==> src/rds_pkg.sv <==
// shared types, codes and constants of the render demand scheduler
package rds_pkg;

  localparam int unsigned SlotsDef   = 16;
  localparam int unsigned MaxResults = 16;
  localparam logic [63:0] SignBias   = 64'h8000_0000_0000_0000;

  typedef enum logic [2:0] {
    OP_REG_CADENCED   = 3'd0,
    OP_REG_ONESHOT    = 3'd1,
    OP_REG_CONTINUOUS = 3'd2,
    OP_UNREGISTER     = 3'd3,
    OP_REQUEST        = 3'd4,
    OP_SET_ENABLE     = 3'd5,
    OP_EVALUATE       = 3'd6,
    OP_DELIVERED      = 3'd7
  } op_e;

  typedef enum logic [2:0] {
    ST_OK          = 3'd0,
    ST_UNKNOWN     = 3'd1,
    ST_BAD_CADENCE = 3'd2,
    ST_NOT_ONESHOT = 3'd3,
    ST_NOT_IN_PLAN = 3'd4,
    ST_FULL        = 3'd5
  } status_e;

  typedef enum logic [1:0] {
    MODE_CADENCED   = 2'd0,
    MODE_ONESHOT    = 2'd1,
    MODE_CONTINUOUS = 2'd2
  } mode_e;

  typedef enum logic [1:0] {
    S_IDLE,
    S_LOOK,
    S_EVAL,
    S_END
  } state_e;

  // one consumer slot as held in the slot memory
  typedef struct packed {
    logic [31:0] id;
    logic [1:0]  mode;
    logic [63:0] cadence;
    logic [63:0] delivered_ns;
    logic        requested;
    logic [7:0]  camera;
    logic        enabled;
  } slot_rec_t;

endpackage

==> src/render_demand_scheduler.sv <==
// render demand scheduler top level: consumer slot table and plan sequencer
//
// Commands enter on start_i with the operation fields; a transfer happens
// when start_i is high and busy_o is low. Results leave on result_*_o, each
// valid for one cycle under result_valid_o; last_o marks the final result
// of a command. The receiver takes every result; there is no back-pressure.
// Registration is handled on the accepting edge: its result is registered and
// shows in the next cycle, and busy_o stays low, so the next command may follow at once.
// Unregister, request, set enable and delivered scan the slot memory one
// slot per cycle and finish on the first match or after the last slot.
// Evaluate walks the registered slots in id order from an order list, one
// slot memory read per cycle, and stops at MaxResults results. Each due
// consumer's result is held until the next is found or the walk ends. The
// single read port of the slot memory sets this pace. Reset empties the table,
// clears the plan, sets the id counter to one and needs no clearing pass.
module render_demand_scheduler import rds_pkg::*; #(
  parameter int unsigned SLOTS = SlotsDef
) (
  input  logic               clk_i,
  input  logic               rst_ni,
  input  logic               start_i,
  output logic               busy_o,
  input  logic [2:0]         operation_i,
  input  logic [31:0]        consumer_id_i,
  input  logic signed [63:0] cadence_ns_i,
  input  logic [7:0]         camera_i,
  input  logic               enable_value_i,
  input  logic signed [63:0] sim_time_ns_i,
  output logic               result_valid_o,
  output logic [31:0]        result_id_o,
  output logic [2:0]         status_o,
  output logic               plan_empty_o,
  output logic               last_o
);

  localparam int unsigned SW = (SLOTS > 1) ? $clog2(SLOTS) : 1;
  localparam int unsigned CW = $clog2(SLOTS + 1);
  localparam int unsigned NW = $clog2(MaxResults + 1);

  state_e state_q, state_d;

  logic [SLOTS-1:0] valid_q, valid_d;
  logic [SLOTS-1:0] in_plan_q, in_plan_d;
  logic [SW-1:0]    order_q [SLOTS];
  logic [SW-1:0]    order_d [SLOTS];
  logic [CW-1:0]    count_q, count_d;
  logic [31:0]      id_ctr_q, id_ctr_d;
  logic [63:0]      plan_time_q, plan_time_d;

  op_e              op_q, op_d;
  logic [31:0]      cid_q, cid_d;
  logic [7:0]       cam_q, cam_d;
  logic             en_q, en_d;
  logic [CW-1:0]    idx_q, idx_d;
  logic             rd_vld_q, rd_vld_d;
  logic [SW-1:0]    rd_slot_q, rd_slot_d;
  logic             pend_q, pend_d;
  logic [31:0]      pend_id_q, pend_id_d;
  logic [NW-1:0]    n_q, n_d;

  logic             res_vld_q, res_vld_d;
  logic [31:0]      res_id_q, res_id_d;
  status_e          status_q, status_d;
  logic             empty_q, empty_d;
  logic             last_q, last_d;

  logic             mem_we;
  logic [SW-1:0]    mem_waddr;
  slot_rec_t        mem_wdata;
  logic [SW-1:0]    mem_raddr;
  slot_rec_t        rec;

  logic             accept;
  logic             issue;
  logic             hit;
  logic             due;
  logic             scan_drained;
  logic             look_end;
  logic             eval_end;
  logic             cap;
  logic [SW-1:0]    free_idx;
  logic             free_found;
  logic [63:0]      due_base;
  logic [64:0]      due_sum;

  rds_slot_mem #(.SLOTS(SLOTS)) u_mem (
    .clk_i   (clk_i),
    .we_i    (mem_we),
    .waddr_i (mem_waddr),
    .wdata_i (mem_wdata),
    .raddr_i (mem_raddr),
    .rdata_o (rec)
  );

  assign accept = start_i && (state_q == S_IDLE);
  assign busy_o = (state_q != S_IDLE);

  // lowest free slot
  always_comb begin
    free_idx   = '0;
    free_found = 1'b0;
    for (int k = SLOTS - 1; k >= 0; k--) begin
      if (!valid_q[k]) begin
        free_idx   = SW'(k);
        free_found = 1'b1;
      end
    end
  end

  // scan read issue and address
  always_comb begin
    issue     = 1'b0;
    mem_raddr = idx_q[SW-1:0];
    if (state_q == S_LOOK) begin
      issue = (idx_q < CW'(SLOTS));
    end else if (state_q == S_EVAL) begin
      issue     = (idx_q < count_q);
      mem_raddr = order_q[idx_q[SW-1:0]];
    end
  end

  // due test and lookup match on the slot just read
  always_comb begin
    due_base = rec.delivered_ns ^ SignBias;
    due_sum  = {1'b0, due_base} + {1'b0, rec.cadence};
    due      = 1'b0;
    if (rd_vld_q && rec.enabled && (rec.camera == 8'd0 || rec.camera == cam_q)) begin
      case (rec.mode)
        MODE_CONTINUOUS: due = 1'b1;
        MODE_ONESHOT:    due = rec.requested;
        MODE_CADENCED:   due = !due_sum[64] &&
                               ((plan_time_q ^ SignBias) >= due_sum[63:0]);
        default:         due = 1'b0;
      endcase
    end
    hit = rd_vld_q && (rec.id == cid_q) &&
          ((op_q == OP_DELIVERED) ? in_plan_q[rd_slot_q] : valid_q[rd_slot_q]);
    scan_drained = !issue && !rd_vld_q;
    look_end     = hit || scan_drained;
    cap          = due && ((n_q + NW'(pend_q)) == NW'(MaxResults - 1));
    eval_end     = cap || scan_drained;
  end

  // next state
  always_comb begin
    state_d = state_q;
    case (state_q)
      S_IDLE: begin
        if (accept) begin
          if (operation_i == OP_EVALUATE) begin
            state_d = S_EVAL;
          end else if (operation_i inside {OP_UNREGISTER, OP_REQUEST, OP_SET_ENABLE,
                                           OP_DELIVERED}) begin
            state_d = S_LOOK;
          end
        end
      end
      S_LOOK:  if (look_end) state_d = S_IDLE;
      S_EVAL:  if (eval_end) state_d = S_END;
      S_END:   state_d = S_IDLE;
      default: state_d = S_IDLE;
    endcase
  end

  // datapath, table updates and results
  always_comb begin
    logic seen;
    valid_d     = valid_q;
    in_plan_d   = in_plan_q;
    order_d     = order_q;
    count_d     = count_q;
    id_ctr_d    = id_ctr_q;
    plan_time_d = plan_time_q;
    op_d        = op_q;
    cid_d       = cid_q;
    cam_d       = cam_q;
    en_d        = en_q;
    idx_d       = idx_q + CW'(issue);
    rd_vld_d    = issue;
    rd_slot_d   = mem_raddr;
    pend_d      = pend_q;
    pend_id_d   = pend_id_q;
    n_d         = n_q;
    res_vld_d   = 1'b0;
    res_id_d    = '0;
    status_d    = ST_OK;
    empty_d     = 1'b0;
    last_d      = 1'b1;
    mem_we      = 1'b0;
    mem_waddr   = rd_slot_q;
    mem_wdata   = rec;
    seen        = 1'b0;

    case (state_q)
      S_IDLE: begin
        idx_d    = '0;
        rd_vld_d = 1'b0;
        if (accept) begin
          op_d  = op_e'(operation_i);
          cid_d = consumer_id_i;
          cam_d = camera_i;
          en_d  = enable_value_i;
          if (operation_i inside {OP_REG_CADENCED, OP_REG_ONESHOT, OP_REG_CONTINUOUS})
          begin
            res_vld_d = 1'b1;
            if (operation_i == OP_REG_CADENCED &&
                (cadence_ns_i == 64'sd0 || cadence_ns_i[63])) begin
              status_d = ST_BAD_CADENCE;
            end else if (!free_found || id_ctr_q == 32'd0) begin
              status_d = ST_FULL;
            end else begin
              mem_we                  = 1'b1;
              mem_waddr               = free_idx;
              mem_wdata.id            = id_ctr_q;
              mem_wdata.mode          = operation_i[1:0];
              mem_wdata.cadence       = (operation_i == OP_REG_CADENCED) ?
                                        cadence_ns_i : 64'd0;
              mem_wdata.delivered_ns  = '0;
              mem_wdata.requested     = 1'b0;
              mem_wdata.camera        = camera_i;
              mem_wdata.enabled       = 1'b1;
              valid_d[free_idx]       = 1'b1;
              in_plan_d[free_idx]     = 1'b0;
              order_d[count_q[SW-1:0]] = free_idx;
              count_d                 = count_q + CW'(1);
              res_id_d                = id_ctr_q;
              id_ctr_d                = id_ctr_q + 32'd1;
            end
          end else if (operation_i == OP_EVALUATE) begin
            plan_time_d = sim_time_ns_i;
            in_plan_d   = '0;
            pend_d      = 1'b0;
            n_d         = '0;
          end
        end
      end
      S_LOOK: begin
        if (hit) begin
          res_vld_d = 1'b1;
          case (op_q)
            OP_UNREGISTER: begin
              valid_d[rd_slot_q] = 1'b0;
              // close the gap in the order list
              for (int k = 0; k < SLOTS; k++) begin
                if (CW'(k) < count_q && order_q[k] == rd_slot_q) begin
                  seen = 1'b1;
                end
                if (seen && k < SLOTS - 1) begin
                  order_d[k] = order_q[(k + 1) % SLOTS];
                end
              end
              count_d = count_q - CW'(1);
            end
            OP_REQUEST: begin
              if (rec.mode != MODE_ONESHOT) begin
                status_d = ST_NOT_ONESHOT;
              end else begin
                mem_we              = 1'b1;
                mem_wdata.requested = 1'b1;
              end
            end
            OP_SET_ENABLE: begin
              mem_we            = 1'b1;
              mem_wdata.enabled = en_q;
            end
            OP_DELIVERED: begin
              if (!valid_q[rd_slot_q]) begin
                status_d = ST_UNKNOWN;
              end else if (rec.mode == MODE_ONESHOT) begin
                mem_we              = 1'b1;
                mem_wdata.requested = 1'b0;
              end else if (rec.mode == MODE_CADENCED) begin
                mem_we                 = 1'b1;
                mem_wdata.delivered_ns = plan_time_q;
              end
            end
            default: status_d = ST_UNKNOWN;
          endcase
        end else if (scan_drained) begin
          res_vld_d = 1'b1;
          status_d  = (op_q == OP_DELIVERED) ? ST_NOT_IN_PLAN : ST_UNKNOWN;
        end
      end
      S_EVAL: begin
        if (due) begin
          in_plan_d[rd_slot_q] = 1'b1;
          if (pend_q) begin
            res_vld_d = 1'b1;
            res_id_d  = pend_id_q;
            last_d    = 1'b0;
            n_d       = n_q + NW'(1);
          end
          pend_d    = 1'b1;
          pend_id_d = rec.id;
        end
      end
      S_END: begin
        res_vld_d = 1'b1;
        if (pend_q) begin
          res_id_d = pend_id_q;
        end else begin
          empty_d = 1'b1;
        end
      end
      default: ;
    endcase
  end

  // control registers
  always_ff @(posedge clk_i or negedge rst_ni) begin
    if (!rst_ni) begin
      state_q     <= S_IDLE;
      valid_q     <= '0;
      in_plan_q   <= '0;
      count_q     <= '0;
      id_ctr_q    <= 32'd1;
      plan_time_q <= '0;
      rd_vld_q    <= 1'b0;
      res_vld_q   <= 1'b0;
      idx_q       <= '0;
      pend_q      <= 1'b0;
      n_q         <= '0;
    end else begin
      state_q     <= state_d;
      valid_q     <= valid_d;
      in_plan_q   <= in_plan_d;
      count_q     <= count_d;
      id_ctr_q    <= id_ctr_d;
      plan_time_q <= plan_time_d;
      rd_vld_q    <= rd_vld_d;
      res_vld_q   <= res_vld_d;
      idx_q       <= idx_d;
      pend_q      <= pend_d;
      n_q         <= n_d;
    end
  end

  // payload registers
  always_ff @(posedge clk_i) begin
    order_q   <= order_d;
    op_q      <= op_d;
    cid_q     <= cid_d;
    cam_q     <= cam_d;
    en_q      <= en_d;
    rd_slot_q <= rd_slot_d;
    pend_id_q <= pend_id_d;
    res_id_q  <= res_id_d;
    status_q  <= status_d;
    empty_q   <= empty_d;
    last_q    <= last_d;
  end

  assign result_valid_o = res_vld_q;
  assign result_id_o    = res_id_q;
  assign status_o       = status_q;
  assign plan_empty_o   = empty_q;
  assign last_o         = last_q;

`ifndef ASSERT_OFF
  a_empty_is_last: assert property (@(posedge clk_i) disable iff (!rst_ni)
    result_valid_o && plan_empty_o |-> last_o && result_id_o == 32'd0)
    else $error("empty plan result not final");

  a_err_no_id: assert property (@(posedge clk_i) disable iff (!rst_ni)
    result_valid_o && status_o != ST_OK |-> result_id_o == 32'd0)
    else $error("error result carries an id");

  a_count_bound: assert property (@(posedge clk_i) disable iff (!rst_ni)
    count_q == CW'($countones(valid_q)))
    else $error("order list length differs from valid slots");

  a_scan_busy: assert property (@(posedge clk_i) disable iff (!rst_ni)
    accept && operation_i == OP_EVALUATE |=> busy_o)
    else $error("evaluate did not hold busy");
`endif

endmodule

==> src/rds_slot_mem.sv <==
// slot record memory: one write port, one registered read port
module rds_slot_mem import rds_pkg::*; #(
  parameter int unsigned SLOTS = SlotsDef,
  localparam int unsigned SW = (SLOTS > 1) ? $clog2(SLOTS) : 1
) (
  input  logic            clk_i,
  input  logic            we_i,
  input  logic [SW-1:0]   waddr_i,
  input  slot_rec_t       wdata_i,
  input  logic [SW-1:0]   raddr_i,
  output slot_rec_t       rdata_o
);

  slot_rec_t mem_q [SLOTS];

  // write port
  always_ff @(posedge clk_i) begin
    if (we_i) begin
      mem_q[waddr_i] <= wdata_i;
    end
  end

  // read port, registered
  always_ff @(posedge clk_i) begin
    rdata_o <= mem_q[raddr_i];
  end

endmodule
==> config.mk <==
export PLATFORM = sky130hd
export DESIGN_NAME = render_demand_scheduler
export DESIGN_NICKNAME = d
export VERILOG_FILES = /design/src/rds_pkg.sv /design/src/render_demand_scheduler.sv /design/src/rds_slot_mem.sv
export SDC_FILE = /design/constraint.sdc
export NUM_CORES = 2
export LEC_CHECK = 0
export BUFFER_PORTS_ARGS = -buffer_cell sky130_fd_sc_hd__buf_2
export CAP_MARGIN = 20
export CELL_PAD_IN_SITES_DETAIL_PLACEMENT = 0
export CELL_PAD_IN_SITES_GLOBAL_PLACEMENT = 1
export CORE_UTILIZATION = 47
export DETAILED_ROUTE_END_ITERATION = 7
export GPL_TIMING_DRIVEN = 0
export PLACE_DENSITY = 0.79
export SLEW_MARGIN = 20
export SYNTH_ARGS = -nofsm -noshare
export SYNTH_HDL_FRONTEND = slang
export SYNTH_SLANG_ARGS = --single-unit
==> constraint.sdc <==
create_clock -name clk_i -period 12.56 [get_ports clk_i]
set_input_delay 0.628 -clock clk_i [delete_from_list [all_inputs] [get_ports clk_i]]
set_output_delay 0.628 -clock clk_i [all_outputs]
set_load 0.02 [all_outputs]
==> flow_summary_export.csv <==
group,metric,value,unit
logic_synthesis,synthesis.area,135000,sq um
power_and_ir_drop,power_density,238,nW/um^2
power_and_ir_drop,power_frac_comb,0.330,
logic_synthesis,synthCells,11000,
clock_tree,numCtsBuffers,342,
clock_tree,cts_tree,"built",
place,dp_hpwl,329,mm
power_and_ir_drop,power.total,0.0375,W
place,place_ws,3.84,ns
die,die_x,537,microns
clock_tree,cts_buffer_depth,4,
setup_path,path_common_cell,"nand4_1",
place,gp_congestion,0.947,
sta,finalWorstSetupSlack,3.60,ns
clock_tree,cts_max_level,5,
route,via_per_inst,6.06,
hold_path,hp-start,"sim_time_ns_i[48]",
place,place_inst,15200,
clock_tree,clk_pin_slew,0.06,ns
setup_path,worstPathArrival,9.60,ns
sta,final_max_slew_viol_count,0,
die,start_util,0.472,
power_and_ir_drop,vdd_ir_drop_max,0.131,mV
setup_path,rr_startpoint,"u_mem.rdata_o[115]$_DFF_P_",
power_and_ir_drop,p_leak,57.1,nW
setup_path,worst_path_max_delay_cell,"dfxtp_1",
route,drc,0,
layout,final_nets,12200,
layout,drive_gt1_frac,0.105,
sta,relSlewSlack,0.172,
power_and_ir_drop,p_seq_frac,0.400,
place,dpl_cell_area,145000,sq um
layout,instances_no_fill,16000,
setup_path,crit_type,"flop to flop",
clock_tree,clkLatencyLatePin,0.96,ns
power_and_ir_drop,clkPwrFrac,0.269,
sta,rsz0062_at_grt,"false",
logic_synthesis,ys.flop_type,"edfxtp_1",
sta,fin_skew,0.0653,ns
setup_path,start_kind,"flop",
setup_path,critPathMaxFanout,15,
setup_path,crit_chain,"ha_1, clkbuf_1, nand4_1, nor4_1, and3_1, o211ai_1, nand4_1, a21oi_1, o311ai_1, a21boi_0, xor2_1, ha_1, nand4_1, nor4_1, nand3_1, nor3_1, nand2_1, o21ai_0, o2111ai_1, a211oi_4, buf_6, buf_8",
logic_synthesis,ys_seq_elements,3253,
die,die_h,537,microns
setup_path,ff2ff_setup_slack,3.60,ns
sta,finalSetupViolations,0,
place,numPortBuffers,213,
route,drtAntennaViolNets,0,
power_and_ir_drop,p_int,0.0234,W
logic_synthesis,synth-edff-count,2892,
flow_run,max-cap-violations,0,
grt,grt_pass1_wl,652,mm
clock_tree,cts_root_buf,"clkbuf_16",
sta,period_share,0.713,
die,rows,196,
layout,nFillCells,23200,
route,num_vias,96700,
sta,hold_viol,0,
sta,fmax,112,MHz
logic_synthesis,synth_nets,11300,
sta,period_needed,8.96,ns
logic_synthesis,synthArstFlopShare,0.0455,
power_and_ir_drop,p_sw_frac,0.375,
die,die-area,289000,sq um
hold_path,hold_class,"input port to flop",
die,io_pins,214,
logic_synthesis,yosysWarningCount,0,
logic_synthesis,ys_seq_area_frac,0.704,
sta,worst_slew_pin_slew,1.24,ns
grt,grt_overflow_total,0,
setup_path,setup.worst_path.start,"u_mem.rdata_o[115]$_DFF_P_",
setup_path,worstPathRequired,13.20,ns
layout,stdcell_area,157000,sq um
clock_tree,clock_sinks,3253,
grt,track_usage,0.314,
setup_path,cp_slowest_stage_delay,0.79,ns
route,first_pass_iters,6,
clock_tree,cts_resized,0,
grt,grt_max_degree,77,
setup_path,end_kind,"flop",
grt,grt_pass1_vias,92800,
logic_synthesis,synth.distinct_cells,90,
layout,syn2layout_area_growth,16.7,%
die,core,285000,sq um
power_and_ir_drop,switching_power,0.0141,W
route,wl,459,mm
logic_synthesis,avgSynthCellArea,12.2,sq um
route,wl_per_cell,28.8,microns
outcome,status,"complete, no violations",
grt,grt_antenna_before_repair,47,
sta,setup_tns,0,ns
route,drt_iter0_markers,13000,
-- timing repair --
action	CTS	global route
hold buffers	103	0
buffers inserted	0	0
endpoints found under the hold margin	173	0
-- cells by family after synthesis --
family / Yosys count / share of synthesized area
XOR/XNOR: 194 / 0.0126
buffers and inverters: 776 / 0.0242
multiplexers: 38 / 0.00545
adder cells (fa/ha/maj): 145 / 0.0135
flip-flops: 3253 / 0.704
AND/OR/NAND/NOR: 4817 / 0.154
AO/OA/AOI/OAI: 1800 / 0.0861
-- power by group through the flow --
stage / combinational [W] / sequential [W] / clock (W)
final: 0.0124 / 0.0150 / 0.0101
after global routing: 0.0134 / 0.0150 / 0.0105
after CTS: 0.0122 / 0.0149 / 0.0101
after detailed placement: 0.0121 / 0.0152 / 0
after global placement: 0.0116 / 0.0153 / 0
after floorplan: 0.00748 / 0.0145 / 0
-- cells in the final DEF, fill, tap and decap left out, types with 29 or more instances in the layout --
| cell type | count |
|---|---|
| nand2_1 | 3497 |
| edfxtp_1 | 2892 |
| and3_1 | 706 |
| a31oi_1 | 544 |
| clkbuf_1 | 504 |
| buf_2 | 446 |
| clkbuf_16 | 347 |
| a21oi_1 | 333 |
| dfxtp_1 | 213 |
| o21ai_1 | 193 |
| nand3_1 | 185 |
| a311oi_1 | 176 |
| a22oi_1 | 176 |
| dfrtp_1 | 147 |
| ha_1 | 144 |
| nor2_1 | 138 |
| o21ai_0 | 129 |
| xnor2_1 | 121 |
| dlygate4sd3_1 | 103 |
| buf_12 | 102 |
| xor2_1 | 73 |
| nand4_1 | 70 |
| buf_16 | 68 |
| inv_1 | 59 |
| nor3_1 | 52 |
| clkinv_1 | 50 |
| clkbuf_8 | 47 |
| a22o_1 | 46 |
| clkinv_2 | 45 |
| nor4_1 | 43 |
| a211oi_1 | 31 |
| clkbuf_2 | 30 |
| nor2b_1 | 29 |
-- worst paths after layout --
kind,cells past startpoint,to
setup reg to reg,22,pend_id_q[11]$_DFFE_PP_
setup / recovery,22,pend_id_q[11]$_DFFE_PP_
min in group asynchronous,2,id_ctr_q[10]$_DFFE_PN0P_
hold reg to reg,1,result_id_o[1]$_SDFF_PN0_
max in group asynchronous,3,plan_time_q[40]$_DFFE_PN0P_
hold / removal,3,plan_time_q[48]$_DFFE_PN0P_
-- cell type report --
| class | instances | area [sq um] | share of cell area |
|---|---|---|---|
| diodes | 28 | 70.1 | 0.000446 |
| plain buffers | 712 | 3060 | 0.0195 |
| clock buffers | 485 | 9670 | 0.0615 |
| clock inverters | 150 | 1490 | 0.00950 |
| inverters | 64 | 243 | 0.00154 |
| multi-input cells | 6994 | 36900 | 0.235 |
| flip-flops and latches | 3253 | 94800 | 0.603 |
| well taps | 3762 | 4710 | 0.0299 |
| repair buffers | 506 | 6250 | 0.0397 |
-- sequential cells by signal (all words and copies together), names as in the netlist, 8 cells and up --
register       flops
u_mem.rdata_o    172
result_id_o       32
cid_q             32
valid_q           16
cam_q              8
in_plan_q         16
pend_id_q         32
u_mem.mem_q     2752
id_ctr_q          32
order_q           64
plan_time_q       64
-- routing by layer --
metal / wire length (microns) / share of wire / global-route usage
met4: 23400 / 0.051 / 0.152
met5: 159 / 0.00035 / 0
met2: 207000 / 0.45 / 0.487
met3: 50100 / 0.11 / 0.0662
met1: 178000 / 0.39 / 0.422
-- critical path, delay by kind of cell (launching register included) --
family / cells / cell delay (ns)
buf+inv: 3 / 0.83
xor+xnor: 1 / 0.20
fa+ha+maj: 2 / 0.58
flops: 1 / 0.79
compound gates: 7 / 3.35
simple gates: 9 / 2.87
-- Yosys cell counts (all sizes together), types with 7 or more instances --
library cell  instances  area share
a211oi               33      0.0019
a21o                 25      0.0014
a21oi               338       0.013
a22o                 46      0.0030
a22oi               176      0.0098
a311oi              176       0.011
a31oi               544       0.025
a32o                 15      0.0011
and2                 14     0.00065
and3                706       0.033
buf                 269       0.010
clkbuf              443       0.012
dfrtp               147       0.027
dfxtp               213       0.032
edfxtp             2892        0.64
ha                  144       0.013
inv                  63      0.0018
mux2i                 8     0.00069
mux4                 27      0.0045
nand2              3497       0.097
nand2b               17     0.00079
nand3               185      0.0069
nand4                70      0.0033
nor2                155      0.0044
nor2b                29      0.0013
nor3                 55      0.0022
nor3b                 8     0.00045
nor4                 45      0.0022
o211ai               17     0.00098
o21a                 19      0.0011
o21ai               332       0.012
o21bai                7     0.00039
o31ai                 9     0.00054
or2                   8     0.00037
xnor2               121      0.0079
xor2                 73      0.0047
-- per-stage QoR --
| step | hold slack (ns) | util |
|---|---|---|
| floorplan | 0.332 | - |
| global placement | 0.459 | 0.493 |
| detailed placement | 0.459 | 0.508 |
| CTS | 0.00622 | 0.551 |
| global route | 0.0476 | 0.551 |
| finish | 0.0338 | 0.551 |
No activity file was read; power rests on OpenSTA's default activity.
